### src/rtl/rebd_pkg.sv
package rebd_pkg;

    // Result codes.
    localparam logic [2:0] EV_NONE  = 3'd0;
    localparam logic [2:0] EV_DOWN  = 3'd1;
    localparam logic [2:0] EV_UP    = 3'd2;
    localparam logic [2:0] EV_SHORT = 3'd3;
    localparam logic [2:0] EV_LONG  = 3'd4;

    // Configuration register indexes.
    localparam logic [1:0] CFG_DETENT     = 2'd0;
    localparam logic [1:0] CFG_DEBOUNCE   = 2'd1;
    localparam logic [1:0] CFG_LONG_PRESS = 2'd2;

    localparam logic [1:0]        PHASE_RESET = 2'd3;
    localparam logic signed [7:0] ACC_MAX     = 8'sd127;
    localparam logic signed [7:0] ACC_MIN     = -8'sd127;

    // Control for one quadrature-stage step.
    typedef struct packed {
        logic tick;
        logic poll;
        logic pin_a;
        logic pin_b;
    } quad_ctrl_t;

    // Transition table: row is the previous phase, column the new phase.
    function automatic logic signed [1:0] phase_delta(input logic [1:0] prev,
                                                      input logic [1:0] cur);
        logic signed [1:0] d;
        begin
            d = 2'sd0;
            case ({prev, cur})
                4'b00_01: d = -2'sd1;
                4'b00_10: d = 2'sd1;
                4'b01_00: d = 2'sd1;
                4'b01_11: d = -2'sd1;
                4'b10_00: d = -2'sd1;
                4'b10_11: d = 2'sd1;
                4'b11_01: d = 2'sd1;
                4'b11_10: d = -2'sd1;
                default:  d = 2'sd0;
            endcase
            return d;
        end
    endfunction

endpackage

### src/rtl/rebd_quad.sv
module rebd_quad (
    input  logic               aclk,
    input  logic               aresetn,
    input  logic               step_en,
    input  rebd_pkg::quad_ctrl_t ctrl,
    input  logic [3:0]         detent_steps,
    output logic [2:0]         rot_code
);
    import rebd_pkg::*;

    logic [1:0]        last_phase_reg, last_phase_next;
    logic signed [7:0] acc_reg, acc_next;
    logic [1:0]        phase;
    logic signed [1:0] delta;
    logic signed [7:0] base;
    logic signed [8:0] sum;
    logic signed [7:0] det;

    assign phase = {ctrl.pin_a, ctrl.pin_b};
    assign delta = phase_delta(last_phase_reg, phase);
    assign det   = $signed({4'd0, (detent_steps == 4'd0) ? 4'd1 : detent_steps});

    always_comb begin
        rot_code = EV_NONE;
        if (acc_reg >= det) begin
            rot_code = EV_DOWN;
        end else if (acc_reg <= -det) begin
            rot_code = EV_UP;
        end
    end

    always_comb begin
        // A reversal of direction starts the count over.
        if (acc_reg != 8'sd0 && ((delta > 2'sd0) != (acc_reg > 8'sd0))) begin
            base = 8'sd0;
        end else begin
            base = acc_reg;
        end
        sum = 9'(base) + 9'(delta);

        last_phase_next = last_phase_reg;
        acc_next        = acc_reg;
        if (step_en && ctrl.tick) begin
            last_phase_next = phase;
            if (delta != 2'sd0) begin
                if (sum > 9'(ACC_MAX)) begin
                    acc_next = ACC_MAX;
                end else if (sum < 9'(ACC_MIN)) begin
                    acc_next = ACC_MIN;
                end else begin
                    acc_next = sum[7:0];
                end
            end
        end else if (step_en && ctrl.poll && rot_code != EV_NONE) begin
            acc_next = 8'sd0;
        end
    end

    always_ff @(posedge aclk) begin
        if (!aresetn) begin
            last_phase_reg <= PHASE_RESET;
            acc_reg        <= 8'sd0;
        end else begin
            last_phase_reg <= last_phase_next;
            acc_reg        <= acc_next;
        end
    end

endmodule

### src/rtl/rebd_button.sv
module rebd_button (
    input  logic        aclk,
    input  logic        aresetn,
    input  logic        step_en,
    input  logic        pressed,
    input  logic [31:0] now_ms,
    input  logic [15:0] debounce_time,
    input  logic [15:0] long_press_time,
    output logic [2:0]  btn_code
);
    import rebd_pkg::*;

    localparam logic [2:0] ST_IDLE     = 3'd0;
    localparam logic [2:0] ST_PRESS_DB = 3'd1;
    localparam logic [2:0] ST_HELD     = 3'd2;
    localparam logic [2:0] ST_REL_DB   = 3'd3;
    localparam logic [2:0] ST_LONG     = 3'd4;

    logic [2:0]  state_reg, state_next;
    logic [31:0] edge_stamp_reg, edge_stamp_next;
    logic [31:0] press_stamp_reg, press_stamp_next;
    logic [31:0] since_edge, since_press;
    logic        debounced, long_held;

    // Elapsed times wrap modulo 2^32.
    assign since_edge  = now_ms - edge_stamp_reg;
    assign since_press = now_ms - press_stamp_reg;
    assign debounced   = since_edge >= {16'd0, debounce_time};
    assign long_held   = since_press >= {16'd0, long_press_time};

    always_comb begin
        state_next       = state_reg;
        edge_stamp_next  = edge_stamp_reg;
        press_stamp_next = press_stamp_reg;
        btn_code         = EV_NONE;
        unique case (state_reg)
            ST_IDLE: begin
                if (pressed) begin
                    state_next      = ST_PRESS_DB;
                    edge_stamp_next = now_ms;
                end
            end
            ST_PRESS_DB: begin
                if (!pressed) begin
                    state_next = ST_IDLE;
                end else if (debounced) begin
                    state_next       = ST_HELD;
                    press_stamp_next = now_ms;
                end
            end
            ST_HELD: begin
                if (!pressed) begin
                    state_next      = ST_REL_DB;
                    edge_stamp_next = now_ms;
                end else if (long_held) begin
                    state_next = ST_LONG;
                    btn_code   = EV_LONG;
                end
            end
            ST_REL_DB: begin
                if (pressed) begin
                    state_next = ST_HELD;
                end else if (debounced) begin
                    state_next = ST_IDLE;
                    btn_code   = EV_SHORT;
                end
            end
            ST_LONG: begin
                if (!pressed) begin
                    state_next = ST_IDLE;
                end
            end
            default: begin
                state_next = ST_IDLE;
            end
        endcase
    end

    always_ff @(posedge aclk) begin
        if (!aresetn) begin
            state_reg       <= ST_IDLE;
            edge_stamp_reg  <= 32'd0;
            press_stamp_reg <= 32'd0;
        end else if (step_en) begin
            state_reg       <= state_next;
            edge_stamp_reg  <= edge_stamp_next;
            press_stamp_reg <= press_stamp_next;
        end
    end

endmodule

### src/rtl/rotary_encoder_button_decoder_top.sv
// Channel   Handshake            Payload
// s_        s_valid / s_ready    s_req_type, s_pin_a, s_pin_b, s_button_pressed, s_now_ms
// m_        m_valid / m_ready    m_event_code
// cfg_      cfg_valid / cfg_ready cfg_index, cfg_data
//
// Every accepted item yields exactly one result item: it passes through the input
// register and then the result register. The decoder state is updated as an item
// moves from the input register into the result register, so one item per cycle
// is sustained while the result side is not stalled.
// A stalled result register holds the input register, which then holds s_ready
// low. Reset (aresetn, synchronous, active low) empties both stages and loads
// the documented register and state values; no clearing pass is needed.
module rotary_encoder_button_decoder_top (
    input  logic        aclk,
    input  logic        aresetn,
    // Input items.
    input  logic        s_valid,
    output logic        s_ready,
    input  logic        s_req_type,
    input  logic        s_pin_a,
    input  logic        s_pin_b,
    input  logic        s_button_pressed,
    input  logic [31:0] s_now_ms,
    // Result items.
    output logic        m_valid,
    input  logic        m_ready,
    output logic [2:0]  m_event_code,
    // Configuration writes.
    input  logic        cfg_valid,
    output logic        cfg_ready,
    input  logic [1:0]  cfg_index,
    input  logic [15:0] cfg_data
);
    import rebd_pkg::*;

    // Configuration registers.
    logic [3:0]  detent_reg;
    logic [15:0] debounce_reg;
    logic [15:0] long_press_reg;

    // Input register.
    logic        in_valid_reg;
    logic        req_type_reg;
    logic        pin_a_reg;
    logic        pin_b_reg;
    logic        pressed_reg;
    logic [31:0] now_reg;

    // Result register.
    logic        out_valid_reg;
    logic [2:0]  event_reg;
    logic [2:0]  event_next;

    logic        advance;
    logic        btn_step;
    quad_ctrl_t  qctrl;
    logic [2:0]  rot_code;
    logic [2:0]  btn_code;

    // The item in the input register moves on whenever the result register is
    // empty or is being emptied in this cycle.
    assign advance   = in_valid_reg && (!out_valid_reg || m_ready);
    assign s_ready   = !in_valid_reg || advance;
    assign cfg_ready = 1'b1;

    assign qctrl.tick  = !req_type_reg;
    assign qctrl.poll  = req_type_reg;
    assign qctrl.pin_a = pin_a_reg;
    assign qctrl.pin_b = pin_b_reg;

    // A poll steps the button machine only when no rotation event is due.
    assign btn_step = advance && req_type_reg && (rot_code == EV_NONE);

    rebd_quad u_quad (
        .aclk         (aclk),
        .aresetn      (aresetn),
        .step_en      (advance),
        .ctrl         (qctrl),
        .detent_steps (detent_reg),
        .rot_code     (rot_code)
    );

    rebd_button u_button (
        .aclk            (aclk),
        .aresetn         (aresetn),
        .step_en         (btn_step),
        .pressed         (pressed_reg),
        .now_ms          (now_reg),
        .debounce_time   (debounce_reg),
        .long_press_time (long_press_reg),
        .btn_code        (btn_code)
    );

    // Sample ticks always report no event.
    always_comb begin
        if (!req_type_reg) begin
            event_next = EV_NONE;
        end else if (rot_code != EV_NONE) begin
            event_next = rot_code;
        end else begin
            event_next = btn_code;
        end
    end

    always_ff @(posedge aclk) begin
        if (!aresetn) begin
            detent_reg     <= 4'd4;
            debounce_reg   <= 16'd20;
            long_press_reg <= 16'd1000;
        end else if (cfg_valid && cfg_ready) begin
            case (cfg_index)
                CFG_DETENT:     detent_reg     <= cfg_data[3:0];
                CFG_DEBOUNCE:   debounce_reg   <= cfg_data;
                CFG_LONG_PRESS: long_press_reg <= cfg_data;
                default: ;
            endcase
        end
    end

    always_ff @(posedge aclk) begin
        if (!aresetn) begin
            in_valid_reg <= 1'b0;
        end else if (s_ready) begin
            in_valid_reg <= s_valid;
        end
    end

    always_ff @(posedge aclk) begin
        if (s_valid && s_ready) begin
            req_type_reg <= s_req_type;
            pin_a_reg    <= s_pin_a;
            pin_b_reg    <= s_pin_b;
            pressed_reg  <= s_button_pressed;
            now_reg      <= s_now_ms;
        end
    end

    always_ff @(posedge aclk) begin
        if (!aresetn) begin
            out_valid_reg <= 1'b0;
        end else if (advance) begin
            out_valid_reg <= 1'b1;
        end else if (m_ready) begin
            out_valid_reg <= 1'b0;
        end
    end

    always_ff @(posedge aclk) begin
        if (advance) begin
            event_reg <= event_next;
        end
    end

    assign m_valid      = out_valid_reg;
    assign m_event_code = event_reg;

endmodule
### config.mk
export PLATFORM = sky130hd
export DESIGN_NAME = rotary_encoder_button_decoder_top
export DESIGN_NICKNAME = d
export VERILOG_FILES = /design/src/rtl/rebd_pkg.sv /design/src/rtl/rebd_quad.sv /design/src/rtl/rebd_button.sv /design/src/rtl/rotary_encoder_button_decoder_top.sv
export SDC_FILE = /design/constraint.sdc
export NUM_CORES = 1
export LEC_CHECK = 0
export BUFFER_PORTS_ARGS = -buffer_cell sky130_fd_sc_hd__buf_2
export CORE_ASPECT_RATIO = 0.8
export CORE_MARGIN = 8
export CORE_UTILIZATION = 30
export CTS_BUF_LIST = sky130_fd_sc_hd__clkbuf_4 sky130_fd_sc_hd__clkbuf_8
export DETAILED_ROUTE_END_ITERATION = 6
export PLACE_DENSITY_LB_ADDON = 0.25
export SLEW_MARGIN = 20
export SYNTH_ARGS = -nofsm -noshare
export SYNTH_HDL_FRONTEND = slang
export SYNTH_SLANG_ARGS = --single-unit
### constraint.sdc
create_clock -name aclk -period 4.8 [get_ports aclk]
set_input_delay 0.72 -clock aclk [delete_from_list [all_inputs] [get_ports aclk]]
set_output_delay 0.72 -clock aclk [all_outputs]
set_load 0.005 [all_outputs]
==> out/metrics.csv <==
stage,metric,value,unit
setup_path,critPathMaxStageDelay,0.55,ns
power,swShare,34.0,%
synth,synth_ff_type,dfxtp_1,
die,die_w,236,um
sta,worst_pin_slew,1.04,ns
synth,synthesis.nets,1569,
sta,max_freq,208,MHz
power,p_sw,1.11,mW
setup_path,worstPathRequired,5.25,ns
global_routing,grt_max_degree,90,
global_routing,grt_pass1_wl,52.0,mm
setup_path,path_cells,"inv_2, ha_4, fa_2, and2b_4, o2111ai_4, a211oi_4, o21a_1, xor2_1, ha_1, a21o_1, a221o_1, a2111oi_2, nand4_1, a21oi_2, o211ai_1, or4b_4, o41ai_4, buf_4, nor2_4, clkbuf_16, mux2i_1",
synth,synthTopCellsByArea,"dfxtp_1 (20%), ha_1 (13%), edfxtp_1 (10%)",
layout,drive_above_1_share,14.2,%
global_routing,grt_usage,14.4,%
layout,fillerInstances,3927,
route,avgRoutedWirePerCell,16.4,um
power,peakVddDrop,0.133,mV
route,drtAntennaViolNets,0,
placed_design,gp_congestion,0.848,
route,vias,10000,
power,power_frac_clock,31.3,%
die,start_util,30.4,%
layout,fin_nets,1671,
min_path,holdPathStages,1,
min_path,hold_class,input port to flop,
sta,maxSlewHeadroom,30.3,%
synth,postSynth.asyncResetShare,0,%
layout,final_util,35.0,%
setup_path,reg2reg_slack,-0.02,ns
sta,hold_slack,0.372,ns
sta,setup_tns,-0.0740,ns
layout,area_growth,15.2,%
sta,setup_slack,-0.0156,ns
synth,synth-seq-area-share,29.9,%
synth,yosysTopAreaCellShare,19.8,%
clocking,clkSinkCount,154,
synth,yosysUniqueCellTypes,89,
power,p_comb_share,25.4,%
setup_path,critPathLaunch,now_reg[0],
synth,yosys_warnings,0,
die,io_pins,65,
die,die_y,192,um
die,rows,64,
sta,finClkSkew,0.0204,ns
route,drt-initial-drc-count,696,
global_routing,busiest_layer,met2,
sta,grt_setup_unrepaired,true,
sta,period_share,100,%
synth,syn_avg_cell_area,8.36,sq um
placed_design,place_hpwl,25.7,mm
global_routing,grt_pass1_vias,9682,
setup_path,end_kind,flop,
clocking,cts_max_level,4,
min_path,hold_start,s_now_ms[19],
route,drc_errors,0,
setup_path,reg2reg_depth,21,
setup_path,start_kind,flop,
power,p_per_area,245,nW/um^2
global_routing,use_met3,2.67,%
route,vias_per_cell,5.03,
die,core,38200,sq um
placed_design,io_buffers,63,
power,internal-power,2.16,mW
clocking,clock_latency,0.51,ns
power,p_seq_share,43.3,%
synth,synth_edf_count,39,
global_routing,met1_usage,20.3,%
run_status,status,"finished, violations left",
sta,setup_viol,12,
clocking,cts_root_buf,clkbuf_8,
clocking,cts_buffers,17,
setup_path,path_max_fanout,6,
clocking,clock_path_buffers,2,
global_routing,antenna_found_initial,0,
setup_path,path_class,flop to flop,
clocking,cts_tree,done,
synth,ys_seq_elements,154,
sta,slew_viol_final,0,
route,firstDrtPassIters,5,
synth,synth_cells,1389,
clocking,path_clk_slew,0.11,ns
die,die_area,45300,sq um
setup_path,slowest_stage,or4b_4,
run_status,failed_checks,setup timing,
synth,synthesis.area,11600,sq um
route,wl,32.8,mm
global_routing,grtUsageMet2,22.1,%
setup_path,worst_r2r_startpoint,now_reg[0],
sta,hold_viol,0,
sta,layout_min_cycle_time,4.82,ns
setup_path,arrival,5.26,ns
synth,yosysTopAreaCell,dfxtp_1,
power,static-leakage-power,5.36,nW
job,cap_violations,0,
layout,num_antenna_cells,0,
global_routing,grt.overflow.total,0,
-- cells in the mapped netlist (all sizes together), types with 13 or more instances --
master / n
a31oi: 14
xor2: 17
a21boi: 29
edfxtp: 39
inv: 134
nand3: 26
mux2i: 77
dfxtp: 115
xnor2: 29
nor2b: 50
o21a: 18
nand2: 189
o21ai: 49
nor3: 17
a211oi: 17
a21oi: 77
clkbuf: 41
ha: 118
a21o: 24
and2: 20
nand4: 16
nor2: 80
o211ai: 24
o2111ai: 13
-- area by class of cell --
class / instances / area [sq um] / area share (%)
Multi-Input combinational cell: 1050 / 7480 / 55.9
Sequential cell: 154 / 3470 / 26.0
Timing Repair Buffer: 134 / 917 / 6.85
Tap cell: 495 / 619 / 4.63
Inverter: 134 / 503 / 3.76
Clock buffer: 17 / 234 / 1.75
Clock inverter: 15 / 153 / 1.14
-- power by group through the flow --
stage / registers [mW] / clock network (mW) / logic [mW]
2_1_floorplan: 1.43 / 0 / 0.575
3_3_place_gp: 1.44 / 0 / 0.809
3_5_place_dp: 1.45 / 0 / 0.814
4_1_cts: 1.42 / 1.07 / 0.824
5_1_grt: 1.42 / 1.12 / 0.934
6_report: 1.42 / 1.03 / 0.832
-- final timing paths --
path | endpoint
hold reg to reg | u_button.press_stamp_reg[20]
hold / removal | now_reg[19]
setup / recovery | u_button.press_stamp_reg[13]
setup reg to reg | u_button.press_stamp_reg[13]
-- cell families (layout without fill, tap and decap cells) --
logic type      Yosys count  in the layout  share of synthesized area, %
compound gates          341            341                          20.7
other cells               2              2                        0.0647
buf+inv                 185            300                          6.47
simple gates            461            461                          19.2
fa+ha+maj               121            121                          13.2
xor+xnor                 46             46                          3.47
flops                   154            154                          29.9
mux                      79             79                          6.93
-- what timing repair did --
action | 4_1_cts | 5_1_grt
buffers inserted | 4 | 6
pin swaps | 14 | 5
hold buffers | 0 | 0
cloned | 2 | 0
gates resized for setup | 6 | 15
setup endpoints to repair | 34 | 44
-- metal layers --
layer	vias to the layer above	share of wire, %
met1	4694	51
met2	178	43
li1	5141	-
met4	0	1.9
met3	32	4.0
met5	-	0
-- critical path: cells and delay by family, from the launching register on --
kind / cells / cell delay [ns]
adder cells (fa/ha/maj): 3 / 0.76
buffers and inverters: 3 / 0.42
multiplexers: 1 / 0.16
AND/OR/NAND/NOR: 4 / 1.07
XOR/XNOR: 1 / 0.15
flip-flops: 1 / 0.37
AO/OA/AOI/OAI: 9 / 1.81
-- cell usage in the layout, fill, tap and decap left out, types with 18 or more instances in the layout --
cell and instances:
a21boi_0 28, a21o_1 24, a21oi_1 69, and2_1 18, buf_2 62, buf_4 67
dfxtp_1 115, edfxtp_1 39, ha_1 117, inv_1 133, mux2i_1 77, nand2_1 188
nand3_1 25, nor2_1 77, nor2b_1 48, o211ai_1 24, o21a_1 18, o21ai_0 42
xnor2_1 29
-- per-stage QoR --
step           power, mW  std cells  worst slack, ns  instance area (sq um)
2_1_floorplan       2.00       1389           0.0167                  11600
3_3_place_gp        2.25       1955           -0.158                  12800
3_5_place_dp        2.26       1955           -0.203                  12800
4_1_cts             3.31       1993          -0.0525                  13300
5_1_grt             3.47       1999           -0.276                  13400
6_report            3.27       1999          -0.0156                  13400
No activity file was read; power rests on OpenSTA's default activity.
